<file path="src/rtl/mts_pkg.sv">
// shared types and codes for the min tracking stack
package mts_pkg;

  // input item kinds
  localparam logic CMD_PUSH = 1'b0;
  localparam logic CMD_POP  = 1'b1;

  // result status codes
  localparam logic [1:0] ST_OK        = 2'd0;
  localparam logic [1:0] ST_POP_EMPTY = 2'd1;
  localparam logic [1:0] ST_PUSH_FULL = 2'd2;

  // fixed field widths on the ports
  localparam int FIELD_W    = 16;
  localparam int STATUS_W   = 2;
  localparam int OUT_TDATA_W = 56;

  // sequencer states
  typedef enum logic [1:0] {
    S_IDLE = 2'b01,
    S_FIX  = 2'b10
  } state_t;

endpackage

</file>
<file path="src/rtl/min_tracking_stack_top.sv">
// min tracking stack: value and minimum stacks in memories, tops in registers
//
// A push, a pop on an empty stack and a push on a full stack each go from
// acceptance straight into the output register. A pop that removes a value
// passes through S_FIX: the entries below the tops are read from the value
// memory and the minimum memory at acceptance; in S_FIX the value read data become the new top, and
// the minimum read data the new minimum if the popped value was the minimum. One item is in work at a time;
// a new item is taken while the previous result is being handed over. The
// memories need no clearing after reset, as the counts only address written
// entries.
module min_tracking_stack_top #(
  parameter int DEPTH      = 64,
  parameter int DATA_WIDTH = 16
) (
  input  logic                                clk,
  input  logic                                rst_n,
  // input channel
  input  logic                                in_tvalid,
  output logic                                in_tready,
  input  logic [mts_pkg::FIELD_W-1:0]         in_tdata,   // [15:0] push_value
  input  logic [0:0]                          in_tuser,   // [0] command
  // result channel
  output logic                                out_tvalid,
  input  logic                                out_tready,
  // [15:0] popped_value, [31:16] top_value, [47:32] min_value, [48] is_empty,
  // [55:49] zero
  output logic [mts_pkg::OUT_TDATA_W-1:0]     out_tdata,
  output logic [mts_pkg::STATUS_W-1:0]        out_tuser   // [1:0] status
);

  localparam int IW = (DEPTH > 1) ? $clog2(DEPTH) : 1;
  localparam int CW = $clog2(DEPTH + 1);
  localparam int FW = mts_pkg::FIELD_W;
  localparam logic [CW-1:0] FULL_CNT = CW'(DEPTH);

  // storage
  logic [DATA_WIDTH-1:0] val_mem [DEPTH];
  logic [DATA_WIDTH-1:0] min_mem [DEPTH];
  logic [DATA_WIDTH-1:0] val_rdata_r;
  logic [DATA_WIDTH-1:0] min_rdata_r;

  // control and top registers
  mts_pkg::state_t       state_r, state_nxt;
  logic [CW-1:0]         cnt_r, cnt_nxt;
  logic [CW-1:0]         min_cnt_r, min_cnt_nxt;
  logic [DATA_WIDTH-1:0] top_r, top_nxt;
  logic [DATA_WIDTH-1:0] min_top_r, min_top_nxt;
  logic [DATA_WIDTH-1:0] popped_r;
  logic                  min_hit_r;
  logic                  out_valid_r, out_valid_nxt;

  // output payload registers
  logic [FW-1:0]                  out_popped_r, out_popped_nxt;
  logic [FW-1:0]                  out_top_r, out_top_nxt;
  logic [FW-1:0]                  out_min_r, out_min_nxt;
  logic                           out_empty_r, out_empty_nxt;
  logic [mts_pkg::STATUS_W-1:0]   out_status_r, out_status_nxt;

  // decode of the accepted item
  logic                  in_acc;
  logic                  is_push;
  logic                  push_ok;
  logic                  push_full;
  logic                  pop_ok;
  logic                  min_push;
  logic                  min_hit;
  logic [DATA_WIDTH-1:0] push_val;
  logic [DATA_WIDTH+FW-1:0] push_ext;
  logic [CW-1:0]         cnt_m2;
  logic [CW-1:0]         min_cnt_m2;
  logic                  out_free;

  // width adaption between port fields and storage
  function automatic logic [FW-1:0] to_field(input logic [DATA_WIDTH-1:0] d);
    logic [DATA_WIDTH+FW-1:0] ext;
    ext = {{FW{1'b0}}, d};
    return ext[FW-1:0];
  endfunction

  assign push_ext = {{DATA_WIDTH{1'b0}}, in_tdata};
  assign push_val = push_ext[DATA_WIDTH-1:0];

  assign out_free  = !out_valid_r || out_tready;
  assign in_tready = (state_r == mts_pkg::S_IDLE) && out_free;
  assign in_acc    = in_tvalid && in_tready;

  assign is_push   = (in_tuser[0] == mts_pkg::CMD_PUSH);
  assign push_full = is_push && (cnt_r == FULL_CNT);
  assign push_ok   = is_push && (cnt_r != FULL_CNT);
  assign pop_ok    = !is_push && (cnt_r != '0);
  assign min_push  = push_ok && ((min_cnt_r == '0) || (push_val <= min_top_r));
  assign min_hit   = (top_r == min_top_r);
  assign cnt_m2     = cnt_r - CW'(2);
  assign min_cnt_m2 = min_cnt_r - CW'(2);

  // value memory: push writes, pop reads the entry below the top
  always_ff @(posedge clk) begin
    if (in_acc && push_ok) begin
      val_mem[cnt_r[IW-1:0]] <= push_val;
    end
    val_rdata_r <= val_mem[cnt_m2[IW-1:0]];
  end

  // minimum memory: same access pattern on its own count
  always_ff @(posedge clk) begin
    if (in_acc && min_push) begin
      min_mem[min_cnt_r[IW-1:0]] <= push_val;
    end
    min_rdata_r <= min_mem[min_cnt_m2[IW-1:0]];
  end

  // next state and result
  always_comb begin
    state_nxt      = state_r;
    cnt_nxt        = cnt_r;
    min_cnt_nxt    = min_cnt_r;
    top_nxt        = top_r;
    min_top_nxt    = min_top_r;
    out_valid_nxt  = out_valid_r && !out_tready;
    out_popped_nxt = out_popped_r;
    out_top_nxt    = out_top_r;
    out_min_nxt    = out_min_r;
    out_empty_nxt  = out_empty_r;
    out_status_nxt = out_status_r;
    unique case (state_r)
      mts_pkg::S_IDLE: begin
        if (in_acc) begin
          if (push_ok) begin
            cnt_nxt        = cnt_r + CW'(1);
            top_nxt        = push_val;
            if (min_push) begin
              min_cnt_nxt = min_cnt_r + CW'(1);
              min_top_nxt = push_val;
            end
            out_valid_nxt  = 1'b1;
            out_popped_nxt = '0;
            out_top_nxt    = to_field(push_val);
            out_min_nxt    = min_push ? to_field(push_val) : to_field(min_top_r);
            out_empty_nxt  = 1'b0;
            out_status_nxt = mts_pkg::ST_OK;
          end else if (push_full) begin
            out_valid_nxt  = 1'b1;
            out_popped_nxt = '0;
            out_top_nxt    = to_field(top_r);
            out_min_nxt    = to_field(min_top_r);
            out_empty_nxt  = 1'b0;
            out_status_nxt = mts_pkg::ST_PUSH_FULL;
          end else if (pop_ok) begin
            cnt_nxt = cnt_r - CW'(1);
            if (min_hit) begin
              min_cnt_nxt = min_cnt_r - CW'(1);
            end
            state_nxt = mts_pkg::S_FIX;
          end else begin
            out_valid_nxt  = 1'b1;
            out_popped_nxt = '0;
            out_top_nxt    = '0;
            out_min_nxt    = '0;
            out_empty_nxt  = 1'b1;
            out_status_nxt = mts_pkg::ST_POP_EMPTY;
          end
        end
      end
      mts_pkg::S_FIX: begin
        // read data of the entries below the old tops is here
        top_nxt = val_rdata_r;
        if (min_hit_r) begin
          min_top_nxt = min_rdata_r;
        end
        out_valid_nxt  = 1'b1;
        out_popped_nxt = to_field(popped_r);
        out_empty_nxt  = (cnt_r == '0);
        out_top_nxt    = (cnt_r == '0) ? '0 : to_field(val_rdata_r);
        out_min_nxt    = (cnt_r == '0) ? '0 :
                         (min_hit_r ? to_field(min_rdata_r) : to_field(min_top_r));
        out_status_nxt = mts_pkg::ST_OK;
        state_nxt      = mts_pkg::S_IDLE;
      end
      default: begin
        state_nxt = mts_pkg::S_IDLE;
      end
    endcase
  end

  // control registers
  always_ff @(posedge clk) begin
    if (!rst_n) begin
      state_r     <= mts_pkg::S_IDLE;
      cnt_r       <= '0;
      min_cnt_r   <= '0;
      out_valid_r <= 1'b0;
    end else begin
      state_r     <= state_nxt;
      cnt_r       <= cnt_nxt;
      min_cnt_r   <= min_cnt_nxt;
      out_valid_r <= out_valid_nxt;
    end
  end

  // payload registers
  always_ff @(posedge clk) begin
    top_r        <= top_nxt;
    min_top_r    <= min_top_nxt;
    out_popped_r <= out_popped_nxt;
    out_top_r    <= out_top_nxt;
    out_min_r    <= out_min_nxt;
    out_empty_r  <= out_empty_nxt;
    out_status_r <= out_status_nxt;
    if (in_acc) begin
      popped_r  <= top_r;
      min_hit_r <= min_hit;
    end
  end

  // result channel
  assign out_tvalid = out_valid_r;
  assign out_tdata  = {7'b0, out_empty_r, out_min_r, out_top_r, out_popped_r};
  assign out_tuser  = out_status_r;

endmodule

</file>
<file path="config.mk">
export PLATFORM = sky130hd
export DESIGN_NAME = min_tracking_stack_top
export DESIGN_NICKNAME = d
export VERILOG_FILES = /design/src/rtl/mts_pkg.sv /design/src/rtl/min_tracking_stack_top.sv
export SDC_FILE = /design/constraint.sdc
export NUM_CORES = 2
export LEC_CHECK = 0
export BUFFER_PORTS_ARGS = -buffer_cell sky130_fd_sc_hd__buf_2
export CAP_MARGIN = 20
export CELL_PAD_IN_SITES_DETAIL_PLACEMENT = 0
export CELL_PAD_IN_SITES_GLOBAL_PLACEMENT = 2
export CORE_ASPECT_RATIO = 1.1
export CORE_UTILIZATION = 45
export CTS_CLUSTER_SIZE = 20
export DETAILED_ROUTE_END_ITERATION = 16
export GPL_TIMING_DRIVEN = 0
export HOLD_SLACK_MARGIN = 0.12
export PLACE_DENSITY_LB_ADDON = 0.15
export SYNTH_ARGS = -nofsm -noshare
export SYNTH_HDL_FRONTEND = slang
export SYNTH_SLANG_ARGS = --single-unit
</file>
<file path="constraint.sdc">
create_clock -name clk -period 7.68 [get_ports clk]
set_input_delay 1.152 -clock clk [delete_from_list [all_inputs] [get_ports clk]]
set_output_delay 1.152 -clock clk [all_outputs]
set_load 0.03 [all_outputs]
</file>
==> impl_metrics.csv <==
group,metric,value,unit
critical_path,crit_path_start,"cnt_r[1]",
global_routing,grt_pass1_wl,314,mm
layout,mostFrequentLayoutCells,"2,148 x edfxtp_1, 608 x mux4_2, 220 x clkbuf_16, 154 x clkbuf_1, 126 x nor2_2",
critical_path,cp_slowest_stage_delay,1270,ps
yosys,synthMuxAreaShare,17.1,%
clock_tree,cts_buffer_depth,3,
route,drt_first_iter_violations,4592,
yosys,synth_compound_area_share,2.24,%
yosys,yosysWarnings,0,
clock_tree,cts.sinks,2197,
critical_path,startpoint_type,"flip-flop",
power,vdd_ir_drop_max,277,uV
route,wirelength,221,mm
critical_path,worstPathArrival,7140,ps
yosys,synth.avg_cell_area,22.4,um2
critical_path,reg2reg_depth,11,
min_path,hold_class,"flip-flop to flip-flop",
route,wl_met1,98.5,mm
sta,finalSetupViolCount,0,
yosys,synth_top_family_by_area,"multiplexers",
critical_path,critPathKind,"flip-flop to flip-flop",
yosys,synthAdderAreaFrac,0.602,%
sta,rsz0062_at_grt,"false",
place,gp_congestion,0.884,
route,wl_per_cell,31.6,um
floorplan,dieArea,192000,um2
sta,fmax,155,MHz
route,first_pass_iters,5,
critical_path,ff2ff_setup_slack,1240,ps
clock_tree,tritoncts,"done",
layout,drive_gt1_share,30.9,%
floorplan,die_w,418,um
route,dr_total_vias,41075,
clock_tree,insertion_delay,880,ps
place,dp_hpwl,147,mm
critical_path,path_max_fanout,10,
critical_path,r2r_start,"cnt_r[1]",
outcome,outcome,"finished, final reports clean",
floorplan,ios,81,
route,avgViaCountPerCell,5.87,
yosys,synthArstFlopShare,0,%
critical_path,required,8380,ps
global_routing,antenna_found_initial,15,
global_routing,grt_use_total,23.3,%
sta,hold_ws,521,ps
yosys,ys_ff_latch,2197,
power,cellLeakagePower,30.5,nW
sta,setup_ws,1240,ps
critical_path,crit_chain,"buf_4, buf_2, buf_1, inv_1, ha_1, buf_1, buf_1, mux2i_1, a221oi_1, a22oi_1, o21ai_1",
yosys,syn-instance-count,3832,
sta,clock_skew,56.1,ps
route,postRouteAntennaNets,0,
sta,finalCriticalPeriod,6440,ps
clock_tree,cts_made_buffers,218,
yosys,synth_ff_type,"edfxtp_1",
layout,area_growth,15.5,%
global_routing,first_global_vias,41254,
yosys,synth_edf_count,2148,
clock_tree,h-tree-depth,4,
clock_tree,clk_pin_slew,60,ps
place,place_ws,1650,ps
route,drc_errors,0,
global_routing,grt_overflow,0,
layout,nets,4334,
route,wl_met3,15.7,mm
clock_tree,ctsRootBufferMaster,"clkbuf_16",
sta,finalCritPeriodShare,83.8,%
sta,max_slew_margin,3.06,%
yosys,ys_seq_area_share,76.5,%
floorplan,initial_utilization,45.4,%
critical_path,crit_end,"val_rdata_r[6]",
layout,n_fill_cell,14624,
job,timing.max_cap.violations,0,
clock_tree,ctsHoldBuffers,0,
yosys,netlist_area,85700,um2
critical_path,slowest_stage,"a221oi_1",
power,p_per_area,382,nW/um2
yosys,synthSimpleGateAreaFrac,1.84,%
clock_tree,post-cts-setup-buffer-count,0,
route,wl_met2,103,mm
yosys,ys_types,59,
layout,final_common_cell,"edfxtp_1",
global_routing,grt_start_max_net_pins,108,
sta,hold_viol,0,
floorplan,core,189000,um2
floorplan,die_h,460,um
critical_path,reg2reg_to,"val_rdata_r[6]",
sta,setup_tns,0,ps
critical_path,cp_common_cell,"buf_1",
sta,report.final.slew_viol_count,0,
place,port_buffers,71,
clock_tree,cts_resized,0,
critical_path,end_kind,"flip-flop",
floorplan,rows,167,
yosys,synth-xor-area-share,0.307,%
route,highest_layer,"met5",
sta,tightestPinTransition,1450,ps
## metrics by stage
| stage | power [W] | area (um2) | utilization (%) | cells |
|---|---|---|---|---|
| floorplan | 0.0221 | 85700 | - | 3838 |
| global placement | 0.0275 | 89200 | 47.3 | 6444 |
| detailed placement | 0.0277 | 92000 | 48.8 | 6588 |
| CTS | 0.0379 | 98900 | 52.4 | 6988 |
| global route | 0.0390 | 98900 | 52.4 | 6990 |
| finish | 0.0378 | 99000 | 52.4 | 6995 |
## per-layer routing
| layer | track usage [%] | vias to the layer above |
|---|---|---|
| met3 | 4.68 | 264 |
| met1 | 34.8 | 22255 |
| met5 | 0 | - |
| met4 | 5.12 | 8 |
| met2 | 35.5 | 1410 |
| li1 | - | 17138 |
## cell families (layout without fill, tap and decap cells)
logic type / Yosys count / in the layout
DFF: 2197 / 2197
muxes: 700 / 700
adders and majority gates: 40 / 40
and+or+nand+nor: 346 / 346
buffers and inverters: 247 / 862
xor gates and xnor gates: 30 / 30
AOI/OAI and AO/OA: 271 / 271
other: 1 / 14
## sequential cells by signal, indices dropped and copies added, names as in the netlist, 16 cells and up
| name | flops |
|---|---|
| min_mem | 1024 |
| val_mem | 1024 |
| min_rdata_r | 16 |
| min_top_r | 16 |
| out_min_r | 16 |
| out_popped_r | 16 |
| out_top_r | 16 |
| popped_r | 16 |
| top_r | 16 |
| val_rdata_r | 16 |
## synthesized netlist by cell type, types with 32 or more instances
cell type | count | share of area, %
a21oi_1 | 54 | 0.32
mux2i_1 | 75 | 0.88
o21ai_1 | 35 | 0.20
clkbuf_1 | 95 | 0.42
dfxtp_1 | 49 | 1.1
nand2_1 | 102 | 0.45
edfxtp_1 | 2148 | 75
a22oi_1 | 48 | 0.42
mux4_2 | 608 | 16
nor2_1 | 142 | 0.62
buf_4 | 33 | 0.29
a221oi_1 | 32 | 0.33
ha_1 | 38 | 0.56
buf_2 | 51 | 0.30
## worst min path at each step
stage / startpoint / endpoint / slack [ps] / cells past startpoint
detailed placement: state_r[0] / state_r[0] / 510 / 2
global route: top_r[0] / popped_r[0] / 540 / 0
global placement: state_r[0] / state_r[0] / 510 / 2
finish: state_r[0] / state_r[0] / 520 / 2
CTS: state_r[0] / state_r[0] / 520 / 2
floorplan: top_r[0] / popped_r[0] / 470 / 0
## critical path: cells and delay by family (launching register included)
family / cells / cell delay, ps
adders and majority gates: 1 / 320
buffers and inverters: 6 / 2910
AOI/OAI and AO/OA: 3 / 2200
DFF: 1 / 460
muxes: 1 / 380
## report_power, final
group          total (W)  internal, W  switching [W]
Combinational     0.0134      0.00489        0.00847
Sequential        0.0141       0.0138       0.000271
Clock             0.0103      0.00576        0.00453
Total             0.0378       0.0245         0.0133
## area by class of cell
type	count	area, um2	area share [%]
Antenna cell	7	17.5	0.0177
Buffer	217	1150	1.16
Clock buffer	287	5840	5.90
Clock inverter	113	1050	1.06
Inverter	30	113	0.114
Multi-Input combinational cell	1394	19300	19.5
Sequential cell	2197	65500	66.2
Tap cell	2535	3170	3.21
Timing Repair Buffer	215	2870	2.90
Note: power is estimated with default switching activity, not from simulation.
